===== config.mk =====
export PLATFORM = sky130hd
export DESIGN_NAME = set_assoc_tlb_fifo
export DESIGN_NICKNAME = d
export VERILOG_FILES = /design/src/rtl/satlb_pkg.sv /design/src/rtl/satlb_ram.sv /design/src/rtl/satlb_lookup.sv /design/src/rtl/set_assoc_tlb_fifo.sv
export SDC_FILE = /design/constraint.sdc
export NUM_CORES = 2
export LEC_CHECK = 0
export BUFFER_PORTS_ARGS = -buffer_cell sky130_fd_sc_hd__buf_2
export CORE_MARGIN = 8
export CORE_UTILIZATION = 50
export CTS_CLUSTER_DIAMETER = 150
export DETAILED_ROUTE_END_ITERATION = 6
export PLACE_DENSITY_LB_ADDON = 0.05
export SKIP_CTS_REPAIR_TIMING = 1
export SYNTH_ARGS = -nofsm -noshare
export SYNTH_HDL_FRONTEND = slang
export SYNTH_HIERARCHICAL = 1
export SYNTH_SLANG_ARGS = --single-unit

===== constraint.sdc =====
create_clock -name clk -period 33.6 [get_ports clk]
set_input_delay 1.68 -clock clk [delete_from_list [all_inputs] [get_ports clk]]
set_output_delay 1.68 -clock clk [all_outputs]
set_load 0.02 [all_outputs]

===== src/rtl/satlb_pkg.sv =====
`timescale 1ns / 1ps
`default_nettype none

package satlb_pkg;

  typedef enum logic [1:0] {
    ST_CLEAR = 2'b01,
    ST_RUN   = 2'b10
  } state_t;

  typedef struct packed {
    logic check;
    logic clearing;
  } ctl_t;

endpackage

`default_nettype wire


===== src/rtl/satlb_ram.sv =====
`timescale 1ns / 1ps
`default_nettype none

module satlb_ram #(
  parameter int DEPTH  = 16,
  parameter int ADR_W  = 4,
  parameter int DATA_W = 162
) (
  input  wire logic              clk,
  input  wire logic              we,
  input  wire logic [ADR_W-1:0]  waddr,
  input  wire logic [DATA_W-1:0] wdata,
  input  wire logic [ADR_W-1:0]  raddr,
  output logic      [DATA_W-1:0] rdata
);

  logic [DATA_W-1:0] mem [DEPTH];

  always_ff @(posedge clk) begin
    if (we) begin
      mem[waddr] <= wdata;
    end
  end

  always_ff @(posedge clk) begin
    rdata <= mem[raddr];
  end

endmodule

`default_nettype wire


===== src/rtl/satlb_lookup.sv =====
`timescale 1ns / 1ps
`default_nettype none

module satlb_lookup
  import satlb_pkg::*;
#(
  parameter int WAYS  = 4,
  parameter int TAG_W = 39,
  parameter int PTR_W = 2,
  parameter int ADR_W = 4,
  parameter int ROW_W = 162
) (
  input  wire logic             clk,
  input  wire logic             rst,
  input  wire ctl_t             ctl,
  input  wire logic [ADR_W-1:0] set_idx,
  input  wire logic [TAG_W-1:0] tag,
  input  wire logic [ROW_W-1:0] rd_row,
  output logic      [ROW_W-1:0] wr_row,
  output logic                  hit,
  output logic      [1:0]       way_used,
  output logic                  done
);

  localparam int VALID_LSB = WAYS * TAG_W;
  localparam int PTR_MSB   = ROW_W - 1;

  logic             fwd_valid;
  logic [ADR_W-1:0] fwd_set;
  logic [ROW_W-1:0] fwd_row;

  logic [ROW_W-1:0] row_cur;
  logic             match_found;
  logic [PTR_W-1:0] match_way;
  logic [PTR_W-1:0] ptr;
  logic [PTR_W-1:0] ptr_next;
  logic [PTR_W+1:0] way_ext;

  // The row written in the previous cycle is not yet visible in the read data.
  assign row_cur = (fwd_valid && (fwd_set == set_idx)) ? fwd_row : rd_row;
  assign ptr     = row_cur[PTR_MSB -: PTR_W];
  assign ptr_next = (ptr == PTR_W'(WAYS - 1)) ? '0 : ptr + 1'b1;

  always_comb begin
    match_found = 1'b0;
    match_way   = '0;
    for (int w = WAYS - 1; w >= 0; w--) begin
      if (row_cur[VALID_LSB + w] && (row_cur[w*TAG_W +: TAG_W] == tag)) begin
        match_found = 1'b1;
        match_way   = PTR_W'(w);
      end
    end
  end

  always_comb begin
    wr_row = row_cur;
    if (!match_found) begin
      wr_row[ptr*TAG_W +: TAG_W]  = tag;
      wr_row[VALID_LSB + ptr]     = 1'b1;
      wr_row[PTR_MSB -: PTR_W]    = ptr_next;
    end
  end

  assign way_ext = {2'b00, (match_found ? match_way : ptr)};

  always_ff @(posedge clk) begin
    if (rst) begin
      fwd_valid <= 1'b0;
      done      <= 1'b0;
    end else begin
      fwd_valid <= ctl.check && !ctl.clearing;
      done      <= ctl.check && !ctl.clearing;
    end
  end

  always_ff @(posedge clk) begin
    fwd_set  <= set_idx;
    fwd_row  <= wr_row;
    hit      <= match_found;
    way_used <= way_ext[1:0];
  end

endmodule

`default_nettype wire


===== src/rtl/set_assoc_tlb_fifo.sv =====
// Channel    Ports                         Direction  Transaction
// --------   ---------------------------   ---------  ----------------------------------
// lookup     start, busy, logical_address  in         start high while busy is low
// result     done, hit, way_used           out        done high for one cycle, no stall
//
// After reset a clearing pass writes every one of the ENTRY_COUNT / WAYS set rows
// (16 with the defaults) once, with busy high.
// Afterwards one lookup is accepted every cycle; its result is registered through the
// s1 stage and the lookup's output register and shows with done.
// Each set is one row of the tag memory and is read and written back once per lookup;
// the row written in the previous cycle is forwarded to the next lookup of the same set.
// The receiver cannot stall, so busy is only high during the clearing pass.
`timescale 1ns / 1ps
`default_nettype none

module set_assoc_tlb_fifo
  import satlb_pkg::*;
#(
  parameter int ENTRY_COUNT = 64,
  parameter int WAYS        = 4,
  parameter int OFFSET_BITS = 21,
  parameter int ADDR_BITS   = 64
) (
  input  wire logic                 clk,
  input  wire logic                 rst,
  input  wire logic                 start,
  input  wire logic [ADDR_BITS-1:0] logical_address,
  output logic                      busy,
  output logic                      done,
  output logic                      hit,
  output logic      [1:0]           way_used
);

  localparam int SETS   = ((ENTRY_COUNT / WAYS) > 0) ? (ENTRY_COUNT / WAYS) : 1;
  localparam int SB     = $clog2(SETS);
  localparam int ADR_W  = (SB > 0) ? SB : 1;
  localparam int TSHIFT = OFFSET_BITS + SB;
  localparam int TAG_W  = (ADDR_BITS > TSHIFT) ? (ADDR_BITS - TSHIFT) : 1;
  localparam int EXT_W  = (ADDR_BITS > TSHIFT) ? ADDR_BITS : (TSHIFT + 1);
  localparam int PTR_W  = (WAYS > 1) ? $clog2(WAYS) : 1;
  localparam int ROW_W  = PTR_W + WAYS + WAYS * TAG_W;

  state_t           state;
  logic [ADR_W-1:0] clr_addr;
  logic             accept;

  logic [EXT_W-1:0] addr_ext;
  logic [ADR_W-1:0] field;
  logic [ADR_W-1:0] set_in;
  logic [TAG_W-1:0] tag_in;

  logic             s1_valid;
  logic [ADR_W-1:0] s1_set;
  logic [TAG_W-1:0] s1_tag;

  logic             ram_we;
  logic [ADR_W-1:0] ram_waddr;
  logic [ROW_W-1:0] ram_wdata;
  logic [ROW_W-1:0] rd_row;
  logic [ROW_W-1:0] wr_row;
  ctl_t             ctl;

  assign busy   = (state == ST_CLEAR);
  assign accept = start && !busy;

  assign addr_ext = EXT_W'(logical_address);
  assign tag_in   = addr_ext[TSHIFT +: TAG_W];

  always_comb begin
    if (SB == 0) begin
      field = '0;
    end else begin
      field = addr_ext[OFFSET_BITS +: ADR_W];
    end
    if ({1'b0, field} >= (ADR_W + 1)'(SETS)) begin
      set_in = field - ADR_W'(SETS);
    end else begin
      set_in = field;
    end
  end

  always_ff @(posedge clk) begin
    if (rst) begin
      state    <= ST_CLEAR;
      clr_addr <= '0;
      s1_valid <= 1'b0;
    end else begin
      s1_valid <= accept;
      case (state)
        ST_CLEAR: begin
          if (clr_addr == ADR_W'(SETS - 1)) begin
            state <= ST_RUN;
          end else begin
            clr_addr <= clr_addr + 1'b1;
          end
        end
        ST_RUN: begin
          state <= ST_RUN;
        end
        default: begin
          state <= ST_CLEAR;
        end
      endcase
    end
  end

  always_ff @(posedge clk) begin
    s1_set <= set_in;
    s1_tag <= tag_in;
  end

  assign ctl.check    = s1_valid;
  assign ctl.clearing = busy;

  assign ram_we    = busy || s1_valid;
  assign ram_waddr = busy ? clr_addr : s1_set;
  assign ram_wdata = busy ? '0 : wr_row;

  satlb_ram #(
    .DEPTH  (SETS),
    .ADR_W  (ADR_W),
    .DATA_W (ROW_W)
  ) u_ram (
    .clk   (clk),
    .we    (ram_we),
    .waddr (ram_waddr),
    .wdata (ram_wdata),
    .raddr (set_in),
    .rdata (rd_row)
  );

  satlb_lookup #(
    .WAYS  (WAYS),
    .TAG_W (TAG_W),
    .PTR_W (PTR_W),
    .ADR_W (ADR_W),
    .ROW_W (ROW_W)
  ) u_lookup (
    .clk      (clk),
    .rst      (rst),
    .ctl      (ctl),
    .set_idx  (s1_set),
    .tag      (s1_tag),
    .rd_row   (rd_row),
    .wr_row   (wr_row),
    .hit      (hit),
    .way_used (way_used),
    .done     (done)
  );

endmodule

`default_nettype wire


### After elaboration in Yosys (flattened, before gate mapping)

Memories as Yosys holds them, arrays and structs flattened. A register that Yosys moved wholly into a read port is not among the register bits.
Cells that the tools add are included.

| storage, ports and cells | value |
|---|---|
| register bits after elaboration | 220 |
| memory bits (writable) | 2,592 |
| input bits | 67 |
| output and inout bits | 5 |
| word-level logic and storage cells | 64 |
| memories | 1 |

| cells by class | value |
|---|---|
| add/sub/neg operators | 4 |
| multipliers | 1 |
| $lt $le $gt $ge | 2 |
| equality and inequality tests | 10 |
| shift operators | 2 |
| multiplexer cells | 21 |
| bitwise operators | 2 |
| reduce and logical (&&, ||, !) cells | 11 |

Memory list:

| name | words | bits a word | rd ports | clocked after Yosys merged registers in | wr ports | line | source |
|---|---|---|---|---|---|---|---|
| u_ram.mem | 16 | 162 | 1 | 1 | 1 | satlb_ram.sv:17 | `logic [DATA_W-1:0] mem [DEPTH];` |

Operator list:

| operator | number |
|---|---|
| 162-bit two-way mux | 3 |
| 162-bit bitwise mux | 1 |
| 39-bit by 34-bit variable shift with 162-bit output (first input constant) | 1 |
| 39-bit by 34-bit indexed part select with 162-bit output | 1 |
| 160-bit OR | 1 |
| 39-bit equality test | 4 |
| 8-bit negator with 34-bit output | 1 |
| 32-bit by 1-bit >= comparator with 1-bit output (second input constant) | 1 |
| 32-bit by 9-bit < comparator with 1-bit output (second input constant) | 1 |
| 2-bit two-way mux | 7 |
| 8-bit by 2-bit adder with 9-bit output (first input constant) | 1 |
| 1-bit demux with 8-bit select | 1 |
| 1-bit logical AND | 8 |
| 2-bit by 6-bit multiplier with 8-bit output (second input constant) | 1 |
| 1-bit two-way mux | 7 |
| 4-bit by 1-bit adder with 4-bit output (second input constant) | 1 |
| 2-bit equality test (second input constant) | 2 |
| 4-bit equality test | 1 |
| 4-bit equality test (second input constant) | 1 |
| 4-bit two-way mux | 1 |
| 2-bit one-hot mux with 2 select lines | 1 |
| 2-bit by 1-bit adder with 2-bit output (second input constant) | 1 |
| 2-bit by 1-bit equality test with 1-bit output (second input constant) | 1 |
| 2-bit by 1-bit inequality test with 1-bit output (second input constant) | 1 |
| 4 further kinds | 4 |

### Longest topological paths before layout

| depth | value |
|---|---|
| word-level depth | 11 |
| depth in mapped cells | 17 |
| depth with buffers taken out | 11 |

### Hierarchy

The synthesis kept the hierarchy.

By module, submodules not included:

| module | times used | cells an instance | area an instance (um2) | sequential area each (um2) |
|---|---|---|---|---|
| satlb_ram | 1 | 4,248 | 100,706.6 | 81,077.8 |
| satlb_lookup | 1 | 1,370 | 11,388.4 | 3,403.3 |
| set_assoc_tlb_fifo | 1 | 262 | 2,336.0 | 1,001.0 |

### Worst setup path before layout

Ideal clock, no wire load.

| path | value |
|---|---|
| path kind | register to register |
| start | register state[1] |
| end | memory u_ram.mem[0][0] (enable) |
| setup time | 0.882 ns |
| arrival time | 12.724 ns |
| required time | 32.718 ns |
| path slack | 19.994 ns |
| stages on the path, launching flop included | 7 |
| buffers on the path | 1 |
| period minus slack after synthesis | 13.606 ns |
| cells stage by stage | dfxtp_1 inv_1 ha_1 buf_2 mux2_2 or3b_2 nor3_1 |

| between the ends | value |
|---|---|
| elaborated cells on any way between the ends | 5 |
| classes of those cells | 1 x eq/ne; 3 x mux; 1 x reduce/logical |

RTL lines:

| element | line | source |
|---|---|---|
| start, declared | set_assoc_tlb_fifo.sv:43 | `state_t state;` |
| start signal, assigned | set_assoc_tlb_fifo.sv:84 | `state <= ST_CLEAR;` |
| start signal, assigned | set_assoc_tlb_fifo.sv:92 | `state <= ST_RUN;` |
| start signal, assigned | set_assoc_tlb_fifo.sv:98 | `state <= ST_RUN;` |
| 2-bit by 1-bit equality test with 1-bit output | set_assoc_tlb_fifo.sv:63 | `assign busy = (state == ST_CLEAR);` |
| net busy | set_assoc_tlb_fifo.sv:28 | `output logic busy,` |
| 4-bit two-way mux | set_assoc_tlb_fifo.sv:116 | `assign ram_waddr = busy ? clr_addr : s1_set;` |
| net ram_waddr[2] | set_assoc_tlb_fifo.sv:57 | `logic [ADR_W-1:0] ram_waddr;` |
| end, declared | satlb_ram.sv:17 |  |

The timed path passes the listed nets, and every way through them passes these cells.

### Worst setup path after layout

| path | value |
|---|---|
| start | register s1_set[2] |
| end | memory u_ram.mem[4][48] (data pin) |

| between the ends | value |
|---|---|
| word-level cells in the longest chain between the ends | 11 |
| elaborated cells on any way between the ends | 29 |
| classes of those cells | 2 x add/sub; 1 x mul; 2 x order compare; 5 x eq/ne; 2 x shift; 10 x mux; 1 x bitwise; 6 x reduce/logical |

RTL lines:

| element | line | source |
|---|---|---|
| start, declared | set_assoc_tlb_fifo.sv:53 | `logic [ADR_W-1:0] s1_set;` |
| start signal, assigned | set_assoc_tlb_fifo.sv:108 | `s1_set <= set_in;` |
| 4-bit equality test * | satlb_lookup.sv:40 | `assign row_cur = (fwd_valid && (fwd_set == set_idx)) ? fwd_row : rd_row;` |
| 1-bit logical AND * | satlb_lookup.sv:40 |  |
| 162-bit two-way mux * | satlb_lookup.sv:40 |  |
| parallel branches: the longest is 6 deep, another holds 8-bit negator with 34-bit output | - |  |
| 162-bit two-way mux * | satlb_lookup.sv:57 | `if (!match_found) begin` |
| net wr_row[48] | set_assoc_tlb_fifo.sv:60 | `logic [ROW_W-1:0] wr_row;` |
| 162-bit two-way mux * | set_assoc_tlb_fifo.sv:117 | `assign ram_wdata = busy ? '0 : wr_row;` |
| net ram_wdata[48] | set_assoc_tlb_fifo.sv:58 | `logic [ROW_W-1:0] ram_wdata;` |

Mark *: on every way through the listed nets, which the timed path passes.

==> impl_metrics.json <==
{
  "grt_antenna_before_repair": 11,
  "max_cap_viol_count": 0,
  "ys_seq_area_share_pct": 74.70,
  "synth-edff-count": 2592,
  "seqCellArea_mm2": 0.08548,
  "drt-total-wl_mm": 327.8,
  "yosysMostFrequentCell": "edfxtp_1",
  "leakage_uw": 0.04258,
  "dieArea_mm2": 0.2444,
  "intPower_uw": 7376,
  "nets": 6139,
  "utilization_pct": 56.49,
  "ys_ff_latch": 2974,
  "grt_max_degree": 135,
  "gr-usage-met3_pct": 4.560,
  "netlist_area_mm2": 0.1144,
  "port-buffer-count": 50,
  "track_usage_pct": 26.44,
  "yosys_warnings": 6,
  "synthesis.nets": 5957,
  "drc": 2,
  "crit_path_start_kind": "flop",
  "ios": 72,
  "fin_area_mm2": 0.1285,
  "net-switching-power_uw": 2684,
  "initialDrtViolationCount": 6782,
  "rows": 175,
  "ys_types": 65,
  "rsz0062_at_grt": "false",
  "busiest_layer": "met2",
  "vias": 59189,
  "p_seq_share_pct": 50.5,
  "path_class": "flop to flop",
  "hpwl_mm": 178.4,
  "async_flop_share_pct": 0,
  "drtPass1Iterations": 7,
  "grt_use_met2_pct": 41.88,
  "cts_sinks": 2974,
  "die_y_um": 494.4,
  "setup-tns-final_ps": 0,
  "yosys_most_used_dff": "edfxtp_1",
  "powerDensity_mw_per_mm2": 78.28,
  "gr-usage-met1_pct": 37.68,
  "worstMarginPinSlew_ps": 1223,
  "cts_tree": "done",
  "fin_crit_ps": 8966,
  "hold_violations": 0,
  "fin_crit_sh_pct": 26.69,
  "synth.top_cells.by_count": "edfxtp_1 (2,592), mux4_2 (600), dfxtp_1 (382)",
  "fill_cells": 17209,
  "synth_top_area_share_pct": 68.02,
  "crit_arrival_ps": 9540,
  "clkTransAtPathRegs_ps": 60,
  "slew_viol_final": 0,
  "drive_gt1_share_pct": 22.17,
  "ir_drop_uv": 96.17,
  "crit_path_end_kind": "flop",
  "multi_input_area_mm2": 0.02702,
  "netSwitchingFraction_pct": 26.68,
  "grt_overflow": 0,
  "placed_cell_area_mm2": 0.1182,
  "setup-violations-final": 0,
  "clock_latency_ps": 940,
  "grt_pass1_wl_mm": 459.2,
  "power_uw": 10060,
  "clkPwrFrac_pct": 34.4,
  "h-tree-depth": 5,
  "crit_fanout": 33,
  "finClkSkew_ps": 58.35,
  "core-area_mm2": 0.2275,
  "synth.avg_cell_area_um2": 19.46,
  "outcome": "complete, but fails checks",
  "cts_root_buf": "clkbuf_16",
  "pwr-share-comb_pct": 15.0,
  "critPathRequiredTime_ps": 34170,
  "place.gp.congestion": 0.9610,
  "viasPerCell": 6.349,
  "cts_max_path_buffers": 4,
  "area_growth_pct": 12.31,
  "numCtsBuffers": 322,
  "hold_class": "flop to flop",
  "drtAntennaViolNets": 0,
  "ys_top_cells_by_area": "edfxtp_1 (68%), mux4_2 (12%), dfxtp_1 (6.7%), mux2i_1 (2.6%), a22oi_1 (1.8%)",
  "die_w_um": 494.4,
  "grt_pass1_vias": 59458,
  "wl_per_cell_um": 35.16,
  "syn_inst": 5880,
  "initial_utilization_pct": 50.30,
  "violations": "design-rule violations",
  "max_slew_margin_pct": 18.30,
  "synth_top_area_cell": "edfxtp_1",
  "max_freq_mhz": 111.5
}
per-layer routing:
layer	vias up	routed length, µm	share of wire [%]
li1	24144	-	-
met1	32027	138000	42
met2	2413	153200	47
met3	599	23890	7.3
met4	6	12510	3.8
met5	-	236	0.072
area by class of cell:
cell class                 instances  area share [%]
sequential                      2974           66.52
multi-input combinational       2468           21.02
clock buffer                     463           7.167
tap                             3009           2.930
timing repair buffer             206           1.237
clock inverter                   106          0.8529
inverter                          90          0.2629
antenna                            6         0.01168
critical path: stages, from the launching register on:
cell	delay, ps
dfxtp_1	340
xnor2_1	590
nand2_1	620
buf_4	400
nor2_4	120
buf_4	460
buf_4	740
mux2i_1	1010
xnor2_1	210
nand4_1	170
nor4bb_1	100
a2111oi_4	970
nand2_2	570
buf_4	570
mux2i_1	780
nor2b_1	870
registers in the layout (all words and copies together) (netlist names), 2 cells and up:
| name | count |
|---|---|
| state | 2 |
| u_lookup/fwd_set | 4 |
| s1_set | 4 |
| u_lookup/fwd_row | 162 |
| s1_tag | 39 |
| u_ram/rdata | 162 |
| u_ram/mem | 2592 |
| clr_addr | 4 |
| u_lookup/way_used | 2 |
cell families after synthesis:
family	count (synthesis)	share of synthesized area, %
adder cells (fa/ha/maj)	10	0.1093
flip-flops	2974	74.70
multiplexers	990	15.32
buffers and inverters	438	1.891
AND/OR/NAND/NOR	778	3.421
XOR/XNOR	112	0.8572
AO/OA/AOI/OAI	578	3.696
through the flow:
stage,worst slack [ps],cells,hold WS [ps]
3_5_place_dp,24850,8747,373.1
4_1_cts,24820,9316,380.4
5_1_grt,24520,9317,386.5
3_3_place_gp,24960,8747,370.8
6_report,24630,9322,378.1
2_1_floorplan,19990,5880,360.8
power groups by stage:
stage	registers [µW]	logic [µW]	clock network [µW]
after floorplan	5190	867	0
after global placement	5130	1490	0
after detailed placement	5160	1520	0
after CTS	5080	1520	3530
after global routing	5120	1590	3660
final	5080	1510	3460
final timing paths:
| kind | start | depth (start not counted) | slack, ps | endpoint |
|---|---|---|---|---|
| worst max-delay path | s1_set[2] | 15 | 24630 | u_ram/mem[4][48] |
| worst min-delay path | s1_set[3] | 0 | 380 | u_lookup/fwd_set[3] |
| worst max register to register | s1_set[2] | 15 | 24630 | u_ram/mem[4][48] |
| worst min register to register | s1_set[3] | 0 | 380 | u_lookup/fwd_set[3] |
cells in the final DEF (no fill, tap or decap), types with 30 or more instances in the layout:
master,netlist,layout
xor2_1,48,48
buf_4,31,146
clkbuf_8,0,42
mux2_2,95,95
nand2_1,311,306
xnor2_1,64,64
edfxtp_1,2592,2592
mux2i_1,295,295
nor2b_1,214,209
dfxtp_1,382,382
clkbuf_1,152,90
clkinv_2,0,42
clkinv_1,6,37
buf_2,112,46
clkbuf_16,0,332
a21oi_1,60,60
mux4_2,600,600
a22oi_1,276,276
a221oi_1,30,30
nor2_1,67,52
o22ai_1,45,45
inv_1,83,83
o21ai_0,47,47
o221ai_1,37,37
nand2b_1,46,46
Power figures use the tool's default switching activity.
